### config.mk
export PLATFORM = sky130hd
export DESIGN_NAME = lob_best
export DESIGN_NICKNAME = d
export VERILOG_FILES = /design/src/design/lob_pkg.sv /design/src/design/lob_best.sv
export SDC_FILE = /design/constraint.sdc
export NUM_CORES = 1
export LEC_CHECK = 0
export BUFFER_PORTS_ARGS = -buffer_cell sky130_fd_sc_hd__buf_2
export CORE_AREA = 5 5 209 211
export DETAILED_ROUTE_END_ITERATION = 10
export DIE_AREA = 0 0 214 216
export PLACE_DENSITY = 0.5
export SETUP_SLACK_MARGIN = 0.1
export SLEW_MARGIN = 20
export SYNTH_ARGS = -nofsm -noshare
export SYNTH_HDL_FRONTEND = slang
export SYNTH_SLANG_ARGS = --single-unit
### constraint.sdc
create_clock -name clk -period 3.3 [get_ports clk]
set_input_delay 0.165 -clock clk [delete_from_list [all_inputs] [get_ports clk]]
set_output_delay 0.165 -clock clk [all_outputs]
set_load 0.01 [all_outputs]
### src/design/lob_pkg.sv
// Shared types and constants for the limit order book.
// Used by lob_best and limit_order_book; depends on nothing.
package lob_pkg;

    localparam int ORDER_SLOTS_DEF  = 1024;
    localparam int PRICE_LEVELS_DEF = 256;
    localparam int QTY_BITS_DEF     = 20;

    localparam int MODE_W      = 2;
    localparam int ID_IN_W     = 10;
    localparam int PRICE_IN_W  = 8;
    localparam int QTY_IN_W    = 20;
    localparam int STATUS_W    = 3;
    localparam int SEQ_W       = 32;
    localparam int SUM_W       = 31;
    localparam int SPREAD_W    = 9;
    localparam int PRICE_MAX_W = 12;
    localparam int GROUP_SIZE  = 16;

    typedef enum logic [MODE_W-1:0] {
        MODE_ADD    = 2'd0,
        MODE_CANCEL = 2'd1,
        MODE_FILL   = 2'd2,
        MODE_NONE   = 2'd3
    } mode_t;

    typedef enum logic [STATUS_W-1:0] {
        STAT_OK         = 3'd0,
        STAT_ZERO_QTY   = 3'd1,
        STAT_DUP_ID     = 3'd2,
        STAT_UNKNOWN_ID = 3'd3,
        STAT_OVERFILL   = 3'd4
    } status_t;

    typedef struct packed {
        logic                   bid_valid;
        logic [PRICE_MAX_W-1:0] bid;
        logic                   ask_valid;
        logic [PRICE_MAX_W-1:0] ask;
    } best_t;

endpackage

### src/design/lob_best.sv
// Two-step search for the best bid and best ask over the level occupancy bits.
// Depends on lob_pkg.
module lob_best #(
    parameter int PRICE_LEVELS = lob_pkg::PRICE_LEVELS_DEF
) (
    input  logic                    clk,
    input  logic                    rst_n,
    input  logic                    start,
    input  logic [PRICE_LEVELS-1:0] bid_busy,
    input  logic [PRICE_LEVELS-1:0] ask_busy,
    output lob_pkg::best_t          best
);

    localparam int GS = lob_pkg::GROUP_SIZE;
    localparam int NG = PRICE_LEVELS / GS;
    localparam int GW = (NG > 1) ? $clog2(NG) : 1;
    localparam int LW = $clog2(GS);

    logic [NG-1:0] bid_grp;
    logic [NG-1:0] ask_grp;
    logic [GW-1:0] bid_g;
    logic [GW-1:0] ask_g;
    logic [GW-1:0] bid_g_reg;
    logic [GW-1:0] ask_g_reg;
    logic          bid_any_reg;
    logic          ask_any_reg;
    logic [GS-1:0] bid_slice;
    logic [GS-1:0] ask_slice;
    logic [LW-1:0] bid_l;
    logic [LW-1:0] ask_l;

    // First step: pick the group that holds the best level on each side.
    always_comb
    begin
        bid_g = '0;
        ask_g = '0;
        for (int g = 0; g < NG; g++)
        begin
            bid_grp[g] = |bid_busy[g*GS +: GS];
            ask_grp[g] = |ask_busy[g*GS +: GS];
        end
        for (int g = 0; g < NG; g++)
        begin
            if (bid_grp[g])
            begin
                bid_g = GW'(g);
            end
        end
        for (int g = NG - 1; g >= 0; g--)
        begin
            if (ask_grp[g])
            begin
                ask_g = GW'(g);
            end
        end
    end

    always_ff @(posedge clk or negedge rst_n)
    begin
        if (!rst_n)
        begin
            bid_g_reg   <= '0;
            ask_g_reg   <= '0;
            bid_any_reg <= 1'b0;
            ask_any_reg <= 1'b0;
        end
        else if (start)
        begin
            bid_g_reg   <= bid_g;
            ask_g_reg   <= ask_g;
            bid_any_reg <= |bid_grp;
            ask_any_reg <= |ask_grp;
        end
    end

    // Second step: pick the level inside the chosen group.
    always_comb
    begin
        bid_slice = bid_busy[bid_g_reg*GS +: GS];
        ask_slice = ask_busy[ask_g_reg*GS +: GS];
        bid_l = '0;
        ask_l = '0;
        for (int i = 0; i < GS; i++)
        begin
            if (bid_slice[i])
            begin
                bid_l = LW'(i);
            end
        end
        for (int i = GS - 1; i >= 0; i--)
        begin
            if (ask_slice[i])
            begin
                ask_l = LW'(i);
            end
        end
        best.bid_valid = bid_any_reg;
        best.ask_valid = ask_any_reg;
        best.bid = bid_any_reg ? lob_pkg::PRICE_MAX_W'({bid_g_reg, bid_l}) : '0;
        best.ask = ask_any_reg ? lob_pkg::PRICE_MAX_W'({ask_g_reg, ask_l}) : '0;
    end

endmodule

==> impl_metrics.json <==
{
  "fin_area_mm2": 0.009920,
  "synth_flop_cell": "dfrtp_1",
  "tightestPinTransition_ps": 864.4,
  "drt-vias-per-instance": 5.284,
  "post_drt_wl_per_cell_um": 30.33,
  "cp_cell_instances": "buf_6 > mux4_2 > mux4_2 > nand2b_4 > a211oi_2 > o21bai_2 > a2111oi_2 > o31a_1 > buf_6",
  "final_critical_path_time_including_i_o_delays_and_setup_ps": 3235,
  "yosys_register_bits": 10,
  "placed_cells_incl_taps": 1594,
  "total_power_mw": 1.145,
  "port-buffer-count": 532,
  "drt.antenna.violating_nets": 0,
  "non_filler_instance_count_after_layout": 1633,
  "cp.buffers_inverters": 2,
  "synth_area_mm2": 0.005843,
  "crit_path_max_delay_cell_type": "mux4_2",
  "ctsHtreeMaxLevel": 1,
  "timing.critical_path.fanout_max": 6,
  "critPathRequiredTime_ps": 3130,
  "synth_enable_flop_cells": 0,
  "critical_path.top_delay_family": "multiplexers",
  "drt-initial-drc-count": 707,
  "max-cap-violations": 0,
  "num_io_pins": 541,
  "antenna_found_initial": 9,
  "via_count_of_the_routed_design": 8629,
  "pwr_per_cell_area_mw_per_mm2": 115.4,
  "nets": 1607,
  "clock_tree.root_cell": "clkbuf_16",
  "layout.cells.most_common_list": "buf_2, mux4_2, nor4_1",
  "finalHoldWorstSlack_ps": 301.7,
  "critical-path-max-stage-delay_ps": 520,
  "result_of_the_run": "completed",
  "post-synth-top-area-cell": "mux4_2",
  "grt_max_degree": 46,
  "final_common_cell": "buf_2",
  "postSynthCellCount": 523,
  "tritoncts_sink_count": 10,
  "floorplan.die_area_mm2": 0.04622,
  "die-width_um": 214,
  "grt_pass1_wl_mm": 67.28,
  "initial_utilization_pct": 14.06,
  "yosys.area.top_type_share_pct": 57.04,
  "drt_drc_violations_left": 0,
  "tritoncts_clock_tree": "built",
  "power.leakage_nw": 4.067,
  "grt_setup_unrepaired": "true",
  "overflow": 0,
  "clkSlewWorstSetupHoldPaths_ps": 40,
  "cts_buffer_depth": 2,
  "path_class": "reg2out",
  "cts_buffers": 3,
  "timing.setup.tns_ps": 0,
  "worstPathArrival_ps": 3070,
  "max_slew_margin_pct": 41.84,
  "fp.coreArea_mm2": 0.04157,
  "gp_routability_congestion": 0.9766,
  "chipHeight_um": 216,
  "peak_supply_drop_mv": 0.1017,
  "timing.final.crit_share_pct": 98.02,
  "synth_seq_area_share_pct": 4.283,
  "netlist_top_cells_area": "mux4_2, nor4_1, dfrtp_1",
  "routed_wirelength_mm": 49.53,
  "final_layout_size_suffix_gt1_share_pct": 71.93,
  "async_sr_flop_fraction_pct": 100.0,
  "holdCritPathClass": "in2reg",
  "synth.lib_cells_used.distinct": 52,
  "grt_util_all_layers_pct": 19.62,
  "number_of_failing_setup_endpoints_in_the_final_timing_report": 0,
  "clock_insertion_delay_worst_skew_ps": 240,
  "fin_skew_ps": 0,
  "hold_violations": 0,
  "worst_setup_path_start_kind": "flop",
  "via_count_of_the_first_global_routing_pass": 9447,
  "syn-mean-instance-area_um2": 11.17,
  "finalMaxSlewViolations": 0,
  "place_area_mm2": 0.009328,
  "dpl.hpwl_mm": 44.63,
  "fp-row-count": 75,
  "area.growth.synth_to_final_pct": 69.76,
  "drtPass1Iterations": 5,
  "yosysWarningCount": 0,
  "crit_path_end_kind": "output pin",
  "maxClockFrequency_mhz": 309.2
}
## report_power, final
group / internal (mW) / total (mW) / switching [mW]
registers: 0.123 / 0.123 / 0.00000216
clock network: 0.157 / 0.214 / 0.0572
logic: 0.407 / 0.807 / 0.400
## cell type report
class                      count  area [um2]
clock buffer                   3       75.07
sequential                    10       262.8
tap                          539       674.4
multi-input combinational    464        5395
fill                        4544       31650
inverter                       9       33.78
timing repair buffer         604        3468
antenna                        4       10.01
## synth_stat cells (2+ instances only)
library cell	n
a22o_1	5
buf_4	10
a211oi_1	2
a311oi_1	2
o22ai_1	2
o22a_1	3
and2_1	9
dfrtp_1	10
nand3_1	3
nor3_1	2
a22oi_1	5
nor4_1	132
o21bai_1	4
buf_2	13
nor2_1	32
a221oi_1	3
buf_1	5
or3_1	5
o21a_1	3
o31ai_1	3
mux4_1	2
nand4_1	29
o21ai_0	4
o31a_1	2
nor2b_1	8
inv_1	8
and4_1	5
o21ai_1	2
a21o_1	3
clkbuf_1	14
mux4_2	148
nand2_1	16
a21oi_1	7
buf_6	4
## through the flow
| stage | worst slack [ps] | util, % |
|---|---|---|
| finish | 65.40 | 23.86 |
| global route | -3.835 | 23.85 |
| CTS | 0.7365 | 22.81 |
| detailed placement | 77.58 | 22.44 |
| global placement | 62.51 | 22.44 |
| floorplan | 415.3 | - |
## routing by layer
| layer | vias to the layer above | wire length [um] | global-route usage (%) |
|---|---|---|---|
| met3 | 97 | 3979 | 4.330 |
| met4 | 6 | 2067 | 8.009 |
| met5 | - | 28 | 0 |
| met1 | 4292 | 18470 | 22.42 |
| met2 | 663 | 24980 | 35.56 |
| li1 | 3571 | - | - |
## repair_timing
| action | CTS | global route |
|---|---|---|
| pin swaps | 4 | 11 |
| endpoints found under the hold margin | 10 | 0 |
| endpoints found under the setup margin | 5 | 8 |
| buffers inserted | 6 | 20 |
| resized for setup | 3 | 33 |
| hold buffers | 1 | 0 |
| gates cloned | 0 | 5 |
## worst reg2reg max path, cell delays in order, from the launching register on
cell	delay, ps
dfrtp_4	530
buf_4	170
clkbuf_16	180
a22oi_1	170
o21ai_0	110
## worst paths after layout
path	end	from	depth (start not counted)	slack, ps
max in group asynchronous	ask_g_reg[0]	rst_n	2	2630
worst max-delay path	best[13]	bid_g_reg[0]	9	70
worst max register to register	ask_g_reg[0]	ask_g_reg[0]	4	2010
worst min register to register	ask_any_reg	ask_any_reg	1	690
worst min-delay path	bid_g_reg[1]	start	3	300
min in group asynchronous	bid_g_reg[0]	rst_n	2	380
## cell families (layout without fill, tap and decap cells)
logic type | Yosys count | count (layout) | share of synthesized area, %
AND/OR/NAND/NOR | 248 | 248 | 24.90
buffers and inverters | 56 | 616 | 5.310
other | 1 | 12 | 0.06418
flip-flops | 10 | 10 | 4.283
multiplexers | 150 | 150 | 57.94
AO/OA/AOI/OAI | 58 | 58 | 7.495
Power figures use the tool's default switching activity.
