## src/design/lob_ram.sv

```systemverilog
// Generic single-write, single-read synchronous RAM with a registered read.
// Depends on nothing.
module lob_ram #(
    parameter int WIDTH = 8,
    parameter int DEPTH = 16,
    localparam int AW   = $clog2(DEPTH)
) (
    input  logic             clk,
    input  logic             we,
    input  logic [AW-1:0]    waddr,
    input  logic [WIDTH-1:0] wdata,
    input  logic             re,
    input  logic [AW-1:0]    raddr,
    output logic [WIDTH-1:0] rdata
);

    logic [WIDTH-1:0] mem_reg [DEPTH];
    logic [WIDTH-1:0] rdata_reg;

    always_ff @(posedge clk)
    begin
        if (we)
        begin
            mem_reg[waddr] <= wdata;
        end
        if (re)
        begin
            rdata_reg <= mem_reg[raddr];
        end
    end

    assign rdata = rdata_reg;

endmodule

```

## config.mk

```make
export PLATFORM = sky130hd
export DESIGN_NAME = lob_ram
export DESIGN_NICKNAME = d
export VERILOG_FILES = /design/src/design/lob_ram.sv
export SDC_FILE = /design/constraint.sdc
export NUM_CORES = 1
export LEC_CHECK = 0
export BUFFER_PORTS_ARGS = -buffer_cell sky130_fd_sc_hd__buf_2
export CORE_UTILIZATION = 55
export CTS_BUF_LIST = sky130_fd_sc_hd__clkbuf_8
export DETAILED_ROUTE_END_ITERATION = 7
export PLACE_DENSITY = 0.73
export SLEW_MARGIN = 20
export SYNTH_ARGS = -nofsm -noshare
export SYNTH_HDL_FRONTEND = slang
export SYNTH_SLANG_ARGS = --single-unit
export TNS_END_PERCENT = 20
```

## constraint.sdc

```tcl
create_clock -name clk -period 1.97 [get_ports clk]
set_clock_uncertainty 0.15 [all_clocks]
set_input_delay 0.0985 -clock clk [delete_from_list [all_inputs] [get_ports clk]]
set_output_delay 0.0985 -clock clk [all_outputs]
set_load 0.01 [all_outputs]
```

==> flow_summary.ini, run 1 <==
[run_status]
status = completed

[detailed_routing]
antenna_left = 0
drcViolationCount = 0
met2_wirelength_mm = 4.86
first_pass_iters = 4
vias = 2483
vias_per_cell = 5.68
drt-initial-drc-count = 153
maxUsedRoutingLayer = met4
met1Wirelength_mm = 3.97
drt-total-wl_mm = 9.47
wl_met3_um = 572
post_drt_wl_per_cell_um = 21.7

[yosys]
synthCells = 229
yosys.area.top_type = edfxtp_1
synth-async-reset-ratio_pct = 0
synth_nets = 248
yosysTopAreaCellShare_pct = 78.1
ys_seq_elements = 136
synth_top_flop_cell = edfxtp_1
yosysWarnings = 0
avgSynthCellArea_um2 = 22.8
synth_area_um2 = 5230
synth_cell_types = 18
synth_edf_count = 136
yosysMostFrequentCell = edfxtp_1
synth_commonest_cells = 136 x edfxtp_1, 18 x mux4_2, 16 x a22oi_1
yosysSeqAreaShare_pct = 78.1
synth_area_leaders = edfxtp_1 78%, mux4_2 7.8%, mux4_1 7.0%, a22oi_1 2.3%, nor2_1 0.93%

[clock_tree]
cts_made_buffers = 17
cts_tree = yes
cts_resized = 0
clock_latency_ns = 0.43
clkSlewWorstSetupHoldPaths_ns = 0.08
clockBufferDepth = 2
clock_sink_count = 136
htreeDepth = 4
cts_root_buffer = clkbuf_8

[floorplan]
floorplan.initialDensity_pct = 56.6
io_pins = 27
die_width_um = 99.5
num_rows = 35
die_h_um = 99.5
dieArea_um2 = 9900
core_um2 = 9240

[timing]
hold_ws_ns = 0.0727
fin_crit_sh_pct = 85.2
setup_tns_ns = 0
fmax_mhz = 596
slew_headroom_pct = 71.7
post-route-min-period_ns = 1.68
slew_violations = 0
tightest_slew_ns = 0.424
report.final.hold_viol_count = 0
setup_viol_count_final = 0
rsz0062_at_grt = false

[final_layout]
finalInstanceArea_um2 = 6120
nets = 314
fin_util_pct = 66.2
n_antenna_cell = 0
drive_gt1_share_pct = 31.8
largest_reg_flops = 128
area_growth_pct = 17.0

[power_and_ir_drop]
pwr-share-comb_pct = 5.4
p_per_area_nw_per_um2 = 956
p_leak_nw = 2.07
swShare_pct = 22.2
p_seq_share_pct = 55.9
total_power_mw = 5.85
clkPwrFrac_pct = 38.7
switchingPower_mw = 1.30
peakVddDrop_uv = 543
intPower_mw = 4.55

[critical_path]
cpMaxStageDelayCell = mux4_1
end_kind = register
cpPeakStageDelay_ns = 0.51
path_buf_inv = 0
r2r_end = rdata[0]
cp_cell_sequence = mux4_1 -> a22oi_1 -> nand2_1
rr_worst_depth = 3
rrSetupSlack_ns = 0.29
cp.required_ns = 2.00
arrival_ns = 1.71
crit_fanout = 1
crit_type = register to register
rr_startpoint = mem_reg[1][0]
start_kind = register
cp_top_family = multiplexers

[place]
dpl_cell_area_um2 = 5620
gp_congestion = 0.734
portBuffers = 26
place_hpwl_mm = 6.07

[global_route]
grt-ovfl-total = 0
grt_pass1_wl_mm = 14.8
track_usage_pct = 21.6
grt_start_max_net_pins = 33
antenna_found_initial = 0
grt_pass1_vias = 2623

[hold_path]
min-delay-start = waddr[0]
holdCritPathClass = primary input to register
hold_depth = 3
whs_endpoint = mem_reg[4][7]

[flow_run]
max_cap_violations = 0
==> power groups by stage <==
| stage | sequential (mW) | combinational (mW) | clock, mW |
|---|---|---|---|
| finish | 3.27 | 0.313 | 2.26 |
| global route | 3.28 | 0.340 | 2.43 |
| CTS | 3.27 | 0.317 | 2.32 |
| detailed placement | 3.34 | 0.302 | 0 |
| global placement | 3.33 | 0.295 | 0 |
| floorplan | 3.34 | 0.165 | 0 |
==> layout make-up <==
type,instances,area [um^2]
Sequential cell,136,4080
Fill cell,609,3120
Multi-Input combinational cell,83,1060
Timing Repair Buffer,57,410
Clock buffer,17,234
Clock inverter,15,170
Tap cell,129,161
==> layer usage <==
metal,vias up,GRT usage (%)
li1,1112,-
met1,1275,28.8
met2,87,34.5
met3,9,6.32
met4,0,7.92
met5,-,0
==> metrics by stage <==
step	cells	setup WS, ns
final	437	0.292
after global placement	396	0.197
after detailed placement	396	0.192
after global routing	437	0.238
after floorplan	229	0.229
after CTS	437	0.304
==> placed cells by master, fill, tap and decap left out <==
cell type,count
nand3_1,1
inv_8,2
or3b_2,1
nor2b_1,1
clkbuf_8,17
and2b_1,1
nand2b_1,2
a22oi_1,16
edfxtp_1,136
inv_6,3
clkinv_1,1
nor2_1,13
buf_12,2
clkinvlp_4,3
mux4_1,14
dlygate4sd3_1,9
nand3b_1,2
nor3_1,4
mux4_2,18
buf_2,26
buf_4,20
nand2_1,9
bufinv_16,2
and2_1,1
clkinv_4,4
==> tightest hold or removal path, cell delays in order <==
cell	delay (ns)
buf_2	0.15
nor3_1	0.08
buf_4	0.15
==> kinds of logic (layout without fill, tap and decap cells) <==
logic type / after synthesis / count (layout) / share of synthesized area, %
mux: 32 / 32 / 14.8
flops: 136 / 136 / 78.1
buf+inv: 10 / 89 / 1.65
simple gates: 35 / 35 / 3.14
compound gates: 16 / 16 / 2.30
==> what timing repair did <==
action | 4_1_cts | 5_1_grt
hold buffers | 9 | 0
endpoints found under the hold margin | 136 | 0
buffers inserted | 0 | 0
==> worst max path at each step <==
stage / from / endpoint / depth (start not counted)
finish: mem_reg[1][0] / rdata[0] / 3
global route: mem_reg[1][0] / rdata[0] / 3
CTS: mem_reg[0][0] / rdata[0] / 3
detailed placement: raddr[0] / rdata[0] / 5
global placement: raddr[0] / rdata[0] / 5
floorplan: waddr[2] / mem_reg[0][0] / 2
Note: power is estimated with default switching activity, not from simulation.
==> run 2, diff against run 1 <==
--- a/config.mk
+++ b/config.mk
@@ -7,8 +7,9 @@
 export LEC_CHECK = 0
 export BUFFER_PORTS_ARGS = -buffer_cell sky130_fd_sc_hd__buf_2
 export CORE_UTILIZATION = 55
-export CTS_BUF_LIST = sky130_fd_sc_hd__clkbuf_8
+export CTS_CLUSTER_SIZE = 16
 export DETAILED_ROUTE_END_ITERATION = 7
+export MAX_ROUTING_LAYER = met4
 export PLACE_DENSITY = 0.73
 export SLEW_MARGIN = 20
 export SYNTH_ARGS = -nofsm -noshare
==> flow_summary.ini, run 2 (synthesis gave the netlist of run 1 again) <==
[global_route]
antenna_found_initial = 0
grt_pass1_wl_mm = 15.2
grt_start_max_net_pins = 33
track_usage_pct = 23.1
grt-ovfl-total = 0
grt_pass1_vias = 2667

[detailed_routing]
drcViolationCount = 0
vias = 2586
drt-total-wl_mm = 9.90
post_drt_wl_per_cell_um = 22.4
first_pass_iters = 5
drt-initial-drc-count = 222
met1Wirelength_mm = 4.15
maxUsedRoutingLayer = met4
antenna_left = 0
vias_per_cell = 5.85
met2_wirelength_mm = 5.10
wl_met3_um = 559

[clock_tree]
clkSlewWorstSetupHoldPaths_ns = 0.06
htreeDepth = 4
clockBufferDepth = 2
cts_tree = yes
cts_made_buffers = 17
clock_sink_count = 136
cts_root_buffer = clkbuf_8
clock_latency_ns = 0.52

[critical_path]
rrSetupSlack_ns = 0.28
path_buf_inv = 4
cp_top_family = buffers and inverters
rr_startpoint = mem_reg[0][0]
crit_type = primary input to register
crit_fanout = 5
cpMaxStageDelayCell = dlygate4sd3_1
cp_cell_sequence = dlygate4sd3_1 -> buf_2 -> nand3b_1 -> dlygate4sd3_1 -> nor2_2 -> buf_4
worstSetupStartpoint = waddr[2]
arrival_ns = 1.94
end_kind = register
cp.required_ns = 2.05
cpPeakStageDelay_ns = 0.62
start_kind = primary input
cp_common_cell = dlygate4sd3_1

[final_layout]
fin_util_pct = 68.7
area_growth_pct = 21.5
fillers = 589
layout_common_cells = 136 x edfxtp_1, 26 x buf_2, 20 x buf_4
layout_commonest_cell = edfxtp_1
n_antenna_cell = 0
nets = 319
finalInstanceArea_um2 = 6350
drive_gt1_share_pct = 31.6
largest_reg_flops = 128

[timing]
hold_ws_ns = 0.0288
post-route-min-period_ns = 1.86
tightest_slew_ns = 0.413
setup_viol_count_final = 0
fin_crit_sh_pct = 94.4
report.final.hold_viol_count = 0
slew_headroom_pct = 72.3
slew_violations = 0
fmax_mhz = 538
setup_tns_ns = 0
rsz0062_at_grt = false

[flow_run]
max_cap_violations = 0

[place]
place_hpwl_mm = 6.07
gp_congestion = 0.743
portBuffers = 26
dpl_cell_area_um2 = 5620

[floorplan]
floorplan.initialDensity_pct = 56.6
num_rows = 35
core_um2 = 9240
die_h_um = 99.5
io_pins = 27
dieArea_um2 = 9900
die_width_um = 99.5

[power_and_ir_drop]
p_per_area_nw_per_um2 = 1050
peakVddDrop_uv = 669
p_leak_nw = 2.17

[hold_path]
min-delay-start = we
holdCritPathClass = primary input to register

[run_status]
status = completed
## run 2: cell count changes in the layout (fill, tap and decap cells not counted)
cell,before,now
clkbuf_16,0,16
clkbuf_8,17,1
dlygate4sd3_1,9,14
nor2_1,13,12
nor2_2,0,1
## run 2: area by class of cell
class / instances / area (um^2) / area share (%)
flip-flops and latches: 136 / 4080 / 64.3
repair buffers: 62 / 460 / 7.25
clock buffers: 17 / 414 / 6.52
clock inverters: 15 / 170 / 2.68
multi-input cells: 83 / 1060 / 16.7
well taps: 129 / 161 / 2.54
## run 2: per-stage QoR
stage | worst slack, ns | total power, mW | instances
global route | 0.0530 | 6.86 | 442
global placement | 0.197 | 3.63 | 396
detailed placement | 0.192 | 3.64 | 396
floorplan | 0.229 | 3.50 | 229
CTS | 0.0340 | 6.71 | 442
finish | 0.110 | 6.66 | 442
## run 2: timing repair
action,4_1_cts,5_1_grt
hold buffers,14,0
setup endpoints to repair,0,5
resized for setup,0,1
hold endpoints to repair,159,0
buffers inserted,0,0
## run 2: power by group
group | internal (mW) | switching (mW)
clock network | 1.83 | 1.23
registers | 3.26 | 0.0167
logic | 0.147 | 0.175
total | 5.24 | 1.42
## run 2: worst paths after layout
kind                   end  cells after the start
max          mem_reg[5][5]                      6
min          mem_reg[7][1]                      3
max reg2reg       rdata[0]                      3
min reg2reg       rdata[0]                      3
## run 2: tightest hold or removal path, delay by kind of cell
kind | cells | cell delay [ns]
and+or+nand+nor | 2 | 0.29
buffers and inverters | 1 | 0.12
## run 2: metal layers
layer,vias up,global-route usage (%)
met1,1341,29.3
met3,11,5.97
met4,0,8.60
met2,109,36.5
met5,-,-
li1,1125,-
